[src/rtl/core/dhfk_pkg.sv]
// ----------------------------------------------------------------------------
// dhfk_pkg
// Shared types, constants and arithmetic helpers for the DH kinematics block.
// ----------------------------------------------------------------------------
package dhfk_pkg;

  localparam int MAX_JOINTS_DEF = 8;
  localparam int QUEUE_DEPTH    = 2;

  localparam logic signed [32:0] PI_Q30 = 33'sd3373259426;
  localparam logic [30:0]        ONE_U  = 31'd1073741824;

  typedef struct packed {
    logic [13:0] r;
    logic [1:0]  quad;
    logic        swap;
  } angle_t;

  typedef struct packed {
    angle_t             theta;
    angle_t             alpha;
    logic signed [31:0] a;
    logic signed [31:0] d;
    logic               last;
  } joint_t;

  // Fold a turn fraction into quadrant and octant phase.
  function automatic angle_t classify(input logic [15:0] ang);
    angle_t res;
    logic [13:0] f;
    f        = ang[13:0];
    res.quad = ang[15:14];
    res.swap = (f > 14'd8192);
    res.r    = res.swap ? 14'(15'd16384 - {1'b0, f}) : f;
    return res;
  endfunction

  // Horner divisors: sine series first, cosine series second.
  function automatic logic [7:0] horner_k(input logic cos_ph, input logic [2:0] idx);
    logic [7:0] k;
    if (!cos_ph) begin
      case (idx)
        3'd0:    k = 8'd110;
        3'd1:    k = 8'd72;
        3'd2:    k = 8'd42;
        3'd3:    k = 8'd20;
        default: k = 8'd6;
      endcase
    end else begin
      case (idx)
        3'd0:    k = 8'd132;
        3'd1:    k = 8'd90;
        3'd2:    k = 8'd56;
        3'd3:    k = 8'd30;
        3'd4:    k = 8'd12;
        default: k = 8'd2;
      endcase
    end
    return k;
  endfunction

  // floor(2^32 / k) for each divisor above.
  function automatic logic [31:0] horner_recip(input logic cos_ph, input logic [2:0] idx);
    logic [31:0] m;
    if (!cos_ph) begin
      case (idx)
        3'd0:    m = 32'd39045157;
        3'd1:    m = 32'd59652323;
        3'd2:    m = 32'd102261126;
        3'd3:    m = 32'd214748364;
        default: m = 32'd715827882;
      endcase
    end else begin
      case (idx)
        3'd0:    m = 32'd32537631;
        3'd1:    m = 32'd47721858;
        3'd2:    m = 32'd76695844;
        3'd3:    m = 32'd143165576;
        3'd4:    m = 32'd357913941;
        default: m = 32'd2147483648;
      endcase
    end
    return m;
  endfunction

  // Shift right by 30, rounding half away from zero.
  function automatic logic signed [37:0] round30(input logic signed [67:0] p);
    logic [67:0] m;
    logic [67:0] q;
    m = p[67] ? 68'(-p) : 68'(p);
    q = (m + 68'd536870912) >> 30;
    return p[67] ? -$signed(q[37:0]) : $signed(q[37:0]);
  endfunction

endpackage

[src/rtl/core/dhfk_queue.sv]
// ----------------------------------------------------------------------------
// dhfk_queue
// Small FIFO of classified joint items between front and back.
// ----------------------------------------------------------------------------
module dhfk_queue #(
  parameter int DEPTH = dhfk_pkg::QUEUE_DEPTH
) (
  input  logic             clk,
  input  logic             rst,
  input  logic             push,
  input  dhfk_pkg::joint_t push_data,
  output logic             full,
  input  logic             pop,
  output dhfk_pkg::joint_t pop_data,
  output logic             pop_valid
);
  import dhfk_pkg::*;

  localparam int AW = (DEPTH > 1) ? $clog2(DEPTH) : 1;
  localparam int CW = $clog2(DEPTH + 1);

  joint_t          mem [DEPTH];
  logic [AW-1:0]   wp;
  logic [AW-1:0]   rp;
  logic [CW-1:0]   count;

  assign full      = (count == CW'(DEPTH));
  assign pop_valid = (count != '0);
  assign pop_data  = mem[rp];

  always_ff @(posedge clk) begin
    if (push) begin
      mem[wp] <= push_data;
    end
  end

  always_ff @(posedge clk) begin
    if (rst) begin
      wp    <= '0;
      rp    <= '0;
      count <= '0;
    end else begin
      if (push) begin
        wp <= (wp == AW'(DEPTH - 1)) ? '0 : wp + 1'b1;
      end
      if (pop) begin
        rp <= (rp == AW'(DEPTH - 1)) ? '0 : rp + 1'b1;
      end
      if (push && !pop) begin
        count <= count + 1'b1;
      end else if (pop && !push) begin
        count <= count - 1'b1;
      end
    end
  end

endmodule

[config.mk]
export PLATFORM = sky130hd
export DESIGN_NAME = dhfk_queue
export DESIGN_NICKNAME = d
export VERILOG_FILES = /design/src/rtl/core/dhfk_pkg.sv /design/src/rtl/core/dhfk_queue.sv
export SDC_FILE = /design/constraint.sdc
export NUM_CORES = 1
export LEC_CHECK = 0
export BUFFER_PORTS_ARGS = -buffer_cell sky130_fd_sc_hd__clkbuf_2
export CORE_UTILIZATION = 52
export CTS_CLUSTER_DIAMETER = 120
export DETAILED_ROUTE_END_ITERATION = 10
export GPL_ROUTABILITY_DRIVEN = 0
export MAX_ROUTING_LAYER = met4
export PLACE_DENSITY = 0.9
export RECOVER_POWER = 50
export SYNTH_ARGS = -nofsm -noshare
export SYNTH_HDL_FRONTEND = slang
export SYNTH_SLANG_ARGS = --single-unit
[constraint.sdc]
create_clock -name clk -period 6.5 [get_ports clk]
set_input_delay 0.325 -clock clk [delete_from_list [all_inputs] [get_ports clk]]
set_output_delay 0.325 -clock clk [all_outputs]
set_load 0.005 [all_outputs]
==> results.md <==
- PortBufs: 203
- Clk Latency, worst-skew pair: 0.47 ns
- Fin. max-slew vios: 97
- Post CTS Setup Buffer Count: 0
- Power per cell area: 313 nW/um^2
- Layout cell share with drive strength beyond 1: 46.3%
- TritonCTS buffer count: 20
- Final hold viol count: 0
- Slew at the pin with the worst max-slew slack: 3.09 ns
- Peak VDD IR: 0.240 mV
- Critical path type: register to register
- CTS tree: built
- Min-delay worst type: input pin to register
- Max_cap viols: 2
- Number of synthesized register bits: 203
- Most frequent cells in the layout: edfxtp_1 (198), clkbuf_2 (130), mux2_2 (89), clkbuf_1 (76), clkbuf_16 (21)
- Synth unique cells: 17
- Routed via count divided by cell count: 5.08
- Syn nets: 434
- Failing checks: max-capacitance violations, max-slew violations
- Synth Cell Area: 7380 sq um
- Unrepaired setup endpoints after global routing: no
- Hold path startpoint: push_data[89]
- Vias in the first global route: 3970
- Utilization after layout: 65.4%
- Sequential share of the synthesized area: 81.9%
- Leak: 3.29 nW
- Reg area: 6050 sq um
- Clock Skew: 0.00735 ns
- Post-layout minimum cycle time: 3.96 ns
- Post-DP HPWL: 8.71 mm
- Largest stage delay on the critical path: 2.27 ns
- Initial antenna violation count: 1
- Die width: 121 um
- Pre-Repair DR Iteration Count: 4
- Final worst-path cycle share: 60.8%
- Outcome: complete, but fails checks
- Mapped Cells: 330
- TNS Setup: 0 ns
- Multi-input gate area: 1260 sq um
- Final ANT Viol Nets: 0
- CTS HTree Levels: 1
- Critical Path Start Type: register
- # fillers: 974
- Root Driver: clkbuf_16
- Worst-path cell chain: and2_0 > buf_4
- Die ar.: 14700 sq um
- Commonest non-fill, non-tap cell in the layout: edfxtp_1
- CP arrival: 4.06 ns
- Nets: 652
- PostCTS Resize Cnt: 0
- DRC viols: 0
- First-pass GRT wire length: 19.4 mm
- Clock transition at path regs: 0.06 ns
- Worst r2r src: wp
- F_max: 0.253 GHz
- Post-Syn Area per Cell: 22.4 sq um
- GRT overflow: 0
- Longest Clk Path Bufs: 3
- Worst relative slew slack: -106%
- Num rows: 43
- Pin count of the biggest net entering global routing: 54
- Routed WL: 13.1 mm
- Sink Count: 203
- Die height: 121 um
- # setup viols final: 0
- Starting Density: 53.2%
- Core area: 13900 sq um
- Via Count: 3767
- Crit-path slowest cell: and2_0
- Yosys Warn Count: 0
- Hold-fix buffers at CTS: 0
- Initial DRC count: 283
- CP Capture Type: register
- Area delta synth->final: 23.0%
- # IOs: 204
- Worst Setup SP: wp
- DR WL/cell: 17.7 um
- Tot GR Track Use: 17.7%
- Data required time of the critical path: 6.60 ns
- Worst-path fanout max: 53
## sequential cells by signal, summed over array words and instances, names as in the netlist, named ones only
signal and cells:
wp 1, rp 1, mem 198, count 2
## critical path: cells and delay by family (launching register included)
| kind | cells | cell delay, ns |
|---|---|---|
| simple gates | 1 | 2.27 |
| buf+inv | 1 | 0.85 |
| flops | 1 | 0.41 |
## Yosys cell counts, drive strengths merged
library cell | number | area share [%]
and2 | 1 | 0.085
or2 | 1 | 0.085
mux2 | 99 | 16
inv | 1 | 0.051
ha | 1 | 0.17
buf | 11 | 1.0
or3 | 1 | 0.085
dfxtp | 5 | 1.4
a21oi | 1 | 0.068
nor2b | 2 | 0.17
nor2 | 4 | 0.20
xnor2 | 2 | 0.24
o21ai | 1 | 0.068
xor2 | 2 | 0.24
edfxtp | 198 | 81
## metal layers
layer  wire length, um  track usage (%)  vias up
li1                  -                -     1744
met1              5100             20.5     1857
met2              6800             30.9      147
met3              1010             4.56       19
met4               184             4.48        0
met5                 0                -        -
## cells by family after synthesis
logic type | synth area share (%)
muxes | 15.6
and+or+nand+nor | 0.627
AOI/OAI and AO/OA | 0.136
xor gates and xnor gates | 0.475
buffers and inverters | 1.05
DFF | 81.9
adders and majority gates | 0.170
## where the power goes
part	total (W)	internal, W	switching [W]	leakage, nW
Combinational	0.000265	0.000138	0.000127	1.11
Sequential	0.00156	0.00153	0.0000316	1.90
Clock	0.00101	0.000583	0.000430	0.285
Total	0.00284	0.00225	0.000589	3.29
## through the flow
step                      area [sq um]  total power [W]  setup slack, ns  hold slack (ns)  std cells
final                             9070          0.00284             2.54           0.0410        741
after global routing              9070          0.00294             2.22           0.0250        741
after CTS                         9170          0.00287             3.61           0.0271        740
after detailed placement          8590          0.00186             4.12            0.497        706
after global placement            8590          0.00185             4.18            0.472        706
after floorplan                   7380          0.00173             1.22            0.394        330
## worst paths after layout
kind	to	slack, ns	cells after the start
worst min register to register	count[1]	0.51	2
worst max-delay path	mem[1][56]	2.54	2
worst max register to register	mem[1][56]	2.54	2
worst min-delay path	mem[1][89]	0.04	1
## layout make-up
cell class / count / area share [%]
clock buffers: 24 / 5.92
flip-flops and latches: 203 / 66.7
multi-input cells: 115 / 13.9
inverters: 1 / 0.0414
repair buffers: 207 / 10.5
clock inverters: 10 / 0.455
diodes: 1 / 0.0276
well taps: 180 / 2.48
Note: power is estimated with default switching activity, not from simulation.
