===== src/rtl/core/dhfk_pkg.sv =====
// ----------------------------------------------------------------------------
// dhfk_pkg
// Shared types, constants and arithmetic helpers for the DH kinematics block.
// ----------------------------------------------------------------------------
package dhfk_pkg;

  localparam int MAX_JOINTS_DEF = 8;
  localparam int QUEUE_DEPTH    = 2;

  localparam logic signed [32:0] PI_Q30 = 33'sd3373259426;
  localparam logic [30:0]        ONE_U  = 31'd1073741824;

  typedef struct packed {
    logic [13:0] r;
    logic [1:0]  quad;
    logic        swap;
  } angle_t;

  typedef struct packed {
    angle_t             theta;
    angle_t             alpha;
    logic signed [31:0] a;
    logic signed [31:0] d;
    logic               last;
  } joint_t;

  // Fold a turn fraction into quadrant and octant phase.
  function automatic angle_t classify(input logic [15:0] ang);
    angle_t res;
    logic [13:0] f;
    f        = ang[13:0];
    res.quad = ang[15:14];
    res.swap = (f > 14'd8192);
    res.r    = res.swap ? 14'(15'd16384 - {1'b0, f}) : f;
    return res;
  endfunction

  // Horner divisors: sine series first, cosine series second.
  function automatic logic [7:0] horner_k(input logic cos_ph, input logic [2:0] idx);
    logic [7:0] k;
    if (!cos_ph) begin
      case (idx)
        3'd0:    k = 8'd110;
        3'd1:    k = 8'd72;
        3'd2:    k = 8'd42;
        3'd3:    k = 8'd20;
        default: k = 8'd6;
      endcase
    end else begin
      case (idx)
        3'd0:    k = 8'd132;
        3'd1:    k = 8'd90;
        3'd2:    k = 8'd56;
        3'd3:    k = 8'd30;
        3'd4:    k = 8'd12;
        default: k = 8'd2;
      endcase
    end
    return k;
  endfunction

  // floor(2^32 / k) for each divisor above.
  function automatic logic [31:0] horner_recip(input logic cos_ph, input logic [2:0] idx);
    logic [31:0] m;
    if (!cos_ph) begin
      case (idx)
        3'd0:    m = 32'd39045157;
        3'd1:    m = 32'd59652323;
        3'd2:    m = 32'd102261126;
        3'd3:    m = 32'd214748364;
        default: m = 32'd715827882;
      endcase
    end else begin
      case (idx)
        3'd0:    m = 32'd32537631;
        3'd1:    m = 32'd47721858;
        3'd2:    m = 32'd76695844;
        3'd3:    m = 32'd143165576;
        3'd4:    m = 32'd357913941;
        default: m = 32'd2147483648;
      endcase
    end
    return m;
  endfunction

  // Shift right by 30, rounding half away from zero.
  function automatic logic signed [37:0] round30(input logic signed [67:0] p);
    logic [67:0] m;
    logic [67:0] q;
    m = p[67] ? 68'(-p) : 68'(p);
    q = (m + 68'd536870912) >> 30;
    return p[67] ? -$signed(q[37:0]) : $signed(q[37:0]);
  endfunction

endpackage


===== src/rtl/core/dhfk_joint_if.sv =====
// ----------------------------------------------------------------------------
// dhfk_joint_if
// Joint item channel: angles, link length and offset, chain end mark.
// ----------------------------------------------------------------------------
interface dhfk_joint_if;
  logic               valid;
  logic               ready;
  logic [15:0]        joint_angle;
  logic [15:0]        twist_angle;
  logic signed [31:0] link_length;
  logic signed [31:0] link_offset;
  logic               last_joint;

  modport source (output valid, joint_angle, twist_angle, link_length, link_offset,
                  last_joint, input ready);
  modport sink   (input valid, joint_angle, twist_angle, link_length, link_offset,
                  last_joint, output ready);
endinterface


===== src/rtl/core/dhfk_front.sv =====
// ----------------------------------------------------------------------------
// dhfk_front
// Accepts joint items, folds both angles into octant form, pushes to queue.
// ----------------------------------------------------------------------------
module dhfk_front (
  dhfk_joint_if.sink       joint_in,
  input  logic             full,
  output logic             push,
  output dhfk_pkg::joint_t push_data
);
  import dhfk_pkg::*;

  assign joint_in.ready  = !full;
  assign push            = joint_in.valid && !full;
  assign push_data.theta = classify(joint_in.joint_angle);
  assign push_data.alpha = classify(joint_in.twist_angle);
  assign push_data.a     = joint_in.link_length;
  assign push_data.d     = joint_in.link_offset;
  assign push_data.last  = joint_in.last_joint;

endmodule


===== src/flat_wrapper.sv =====
// flat-port wrapper written by rule: the top's interface ports become plain ports
module dhfk_front_flat import dhfk_pkg::*;
  (full, push, push_data, joint_in_valid, joint_in_joint_angle, joint_in_twist_angle, joint_in_link_length, joint_in_link_offset, joint_in_last_joint, joint_in_ready);
  dhfk_joint_if joint_in_i ();
  input  logic full;
  output logic push;
  output dhfk_pkg::joint_t push_data;
  input wire logic [$bits(joint_in_i.valid)-1:0] joint_in_valid;
  input wire logic [$bits(joint_in_i.joint_angle)-1:0] joint_in_joint_angle;
  input wire logic [$bits(joint_in_i.twist_angle)-1:0] joint_in_twist_angle;
  input wire logic [$bits(joint_in_i.link_length)-1:0] joint_in_link_length;
  input wire logic [$bits(joint_in_i.link_offset)-1:0] joint_in_link_offset;
  input wire logic [$bits(joint_in_i.last_joint)-1:0] joint_in_last_joint;
  output wire logic [$bits(joint_in_i.ready)-1:0] joint_in_ready;
  assign joint_in_i.valid = joint_in_valid;
  assign joint_in_i.joint_angle = joint_in_joint_angle;
  assign joint_in_i.twist_angle = joint_in_twist_angle;
  assign joint_in_i.link_length = joint_in_link_length;
  assign joint_in_i.link_offset = joint_in_link_offset;
  assign joint_in_i.last_joint = joint_in_last_joint;
  assign joint_in_ready = joint_in_i.ready;
  dhfk_front u_core (.joint_in(joint_in_i), .full(full), .push(push), .push_data(push_data));
endmodule

===== config.mk =====
export PLATFORM = sky130hd
export DESIGN_NAME = dhfk_front_flat
export DESIGN_NICKNAME = d
export VERILOG_FILES = /design/src/rtl/core/dhfk_pkg.sv /design/src/rtl/core/dhfk_joint_if.sv /design/src/rtl/core/dhfk_front.sv /design/src/flat_wrapper.sv
export SDC_FILE = /design/constraint.sdc
export NUM_CORES = 1
export LEC_CHECK = 0
export BUFFER_PORTS_ARGS = -buffer_cell sky130_fd_sc_hd__clkbuf_2
export CELL_PAD_IN_SITES_DETAIL_PLACEMENT = 0
export CELL_PAD_IN_SITES_GLOBAL_PLACEMENT = 1
export CORE_UTILIZATION = 17
export DETAILED_ROUTE_END_ITERATION = 8
export PLACE_DENSITY_LB_ADDON = 0.25
export REMOVE_ABC_BUFFERS = 1
export SYNTH_ARGS = -nofsm -noshare
export SYNTH_HDL_FRONTEND = slang
export SYNTH_SLANG_ARGS = --single-unit

===== constraint.sdc =====
create_clock -name vclk -period 5
set_input_delay 1.25 -clock vclk [all_inputs]
set_output_delay 1.25 -clock vclk [all_outputs]
set_load 0.03 [all_outputs]

==> metrics.log <==
INFO  metric setup_tns = 0 ns
INFO  metric drt-wirelength-per-cell = 38.3 µm
INFO  metric met3_track_demand_over_resource = 38.5%
INFO  metric design.portCount = 200
INFO  metric syn_inst = 164
INFO  metric part_of_the_cycle_the_worst_path_needs = 88.2%
INFO  metric report.final.hold_viol_count = 0
INFO  metric design.die.area = 7120 µm²
INFO  metric placed_cell_area = 1030 µm²
INFO  metric end_kind = output port
INFO  metric critPathTopFamily = buffers and inverters
INFO  metric achievable-frequency = 227 MHz
INFO  metric gr-max-usage-layer = met2
INFO  metric power_leakage = 0.490 nW
INFO  metric synth_area_leaders = buf_4, xnor2_1, a21oi_1, xor2_1, inv_1
INFO  metric worstSetupPathDepth = 9
INFO  metric ys_seq_area_share = 0%
INFO  metric number_of_global_route_vias_before_repair = 961
INFO  metric drt-pass1-iter-count = 6
INFO  metric ratio_of_cells_with_drive_above_1_in_the_final_layout = 45.2%
INFO  metric design.seq.count = 0
INFO  metric final_common_cell = clkbuf_2
INFO  metric number_of_endpoints_failing_setup_at_the_final_stage = 0
INFO  metric power.density_cell_area = 130 nW/µm²
INFO  metric syn-mean-instance-area = 7.03 µm²
INFO  metric maxSlewHeadroom = 54.1%
INFO  metric routed_wl = 8880 µm
INFO  metric grtUsageMet1 = 8.45%
INFO  metric timing.hold.worst_path_depth = 0
INFO  metric min_period = 4.41 ns
INFO  metric critical_path.startpoint_type = input port
INFO  metric cpMostUsedCell = clkbuf_2
INFO  metric detailedPlacementHpwl = 8420 µm
INFO  metric via_count_normalized_by_instance_count = 4.55
INFO  metric crit_fanout = 6
INFO  metric grt_pass1_wl = 10,800 µm
INFO  metric total_area_of_multi_input_combinational_cells = 576 µm²
INFO  metric grt_total_ovfl = 0
INFO  metric ant_nets = 0
INFO  metric path_buf_inv = 4
INFO  metric timing.critical_path.slowest_stage_cell = or3b_2
INFO  metric synth.cell_area = 1150 µm²
INFO  metric synthesis_warnings = 0
INFO  metric place.gp.congestion = 0.907
INFO  metric final_max_slew_viol_count = 0
INFO  metric max-cap-violations = 0
INFO  metric vias = 1,055
INFO  metric cp.required = 3.75 ns
INFO  metric post-synth-top-area-cell = buf_4
INFO  metric setup_repair_after_global_routing_missed_its_margin = false
INFO  metric io_buffers = 62
INFO  metric worst-setup-path-type = in -> out
INFO  metric cts_setup_buffers = 0
INFO  metric diode_count = 0
INFO  metric die_w = 84.4 µm
INFO  metric die_boundary_height = 84.4 µm
INFO  metric pin_count_of_the_biggest_net_entering_global_routing = 10
INFO  metric fillers = 752
INFO  metric worst_ir_drop_vdd = 0.0294 mV
INFO  metric worstPathArrival = 3.16 ns
INFO  metric cts_hold_buf = 0
INFO  metric number_of_core_rows = 29
INFO  metric highest_count_cells_in_the_layout_ignoring_fill_and_taps = clkbuf_2, xnor2_1, nand2_1, inv_1, a21oi_1
INFO  metric outcome = complete, but fails checks
INFO  metric nNetsFinal = 258
INFO  metric violations = design-rule violations
INFO  metric post_route_cell_area = 1030 µm²
INFO  metric yosys.area.top_type_share = 46.2%
INFO  metric n_clock_buffer = 0
INFO  metric worst_slew_pin_slew = 0.679 ns
INFO  metric grt.met2_usage = 45.7%
INFO  metric netlist-cell-type-count = 33
INFO  metric global_route.usage.total = 23.8%
INFO  metric regArea = 0 µm²
INFO  metric hp-class = in -> out
INFO  metric detail_route.iter0.violations = 62
INFO  metric area_growth = -10.3%
INFO  metric detail_route.drc_violations = 15
INFO  metric worstPathCellList = clkbuf_2 -> inv_1 -> ha_1 -> or3b_2 -> o41ai_4 -> inv_2 -> o31ai_2 -> xnor2_1 -> clkbuf_2
INFO  metric core_footprint = 6460 µm²
INFO  metric start_util = 17.9%
INFO  metric initial_antenna_violation_count = 0
INFO  metric number_of_gates_given_a_new_drive_strength_after_cts = 0
INFO  metric max_stage_delay = 0.49 ns
metrics by stage:
step / utilization [%] / setup WS [ns] / total power [mW] / cells / hold slack, ns
2_1_floorplan: - / 0.350 / 0.0782 / 91 / 2.50
3_3_place_gp: 16.0 / 0.621 / 0.137 / 232 / 2.50
3_5_place_dp: 16.0 / 0.609 / 0.135 / 232 / 2.50
4_1_cts: 16.0 / 0.599 / 0.135 / 232 / 2.50
5_1_grt: 16.0 / 0.452 / 0.143 / 232 / 2.50
6_report: 16.0 / 0.590 / 0.135 / 232 / 2.50
power by group:
part / switching (mW) / internal (mW) / total [mW] / leakage (nW)
sequential: 0 / 0 / 0 / 0
combinational: 0.0929 / 0.0416 / 0.135 / 0.490
clock: 0 / 0 / 0 / 0
total: 0.0929 / 0.0416 / 0.135 / 0.490
layout make-up:
type | count | share of cell area [%]
Tap cell | 77 | 9.31
Inverter | 10 | 3.63
Multi-Input combinational cell | 81 | 55.6
Timing Repair Buffer | 64 | 31.4
synthesized netlist by cell type:
library cell  instances
a2111oi_1             1
a21oi_1               7
a31oi_1               5
a41oi_1               1
and3_1                1
buf_4                71
clkbuf_1              2
ha_1                  2
inv_1                 9
inv_2                 1
nand2_1               9
nand2b_1              3
nand3_1               2
nand3b_1              2
nand4b_1              1
nor2_1                3
nor2b_1               1
nor3_1                3
nor3b_1               1
nor4_1                4
nor4_2                1
o21ai_0               3
o21ai_1               2
o31ai_1               4
o31ai_2               1
o41ai_1               1
o41ai_4               1
or2_1                 1
or3b_2                1
or4_1                 1
or4_4                 1
xnor2_1              14
xor2_1                4
cell families after synthesis:
kind of cell / count (synthesis) / share of synthesized area [%]
buffers and inverters: 83 / 50.1
and+or+nand+nor: 35 / 17.7
AOI/OAI and AO/OA: 26 / 16.4
xor gates and xnor gates: 18 / 13.7
adders and majority gates: 2 / 2.17
routing by layer:
layer  part of all wire (%)  vias up  wire length [µm]
li1                       -      465                 -
met1                     15      451              1290
met2                     53      135              4700
met3                     32        4              2860
met4                   0.35        0                31
met5                      0        -                 0
final timing paths:
kind,startpoint,end
worst max-delay path,joint_in_twist_angle[1],push_data[71]
worst min-delay path,joint_in_link_offset[10],push_data[11]
Note: power is estimated with default switching activity, not from simulation.
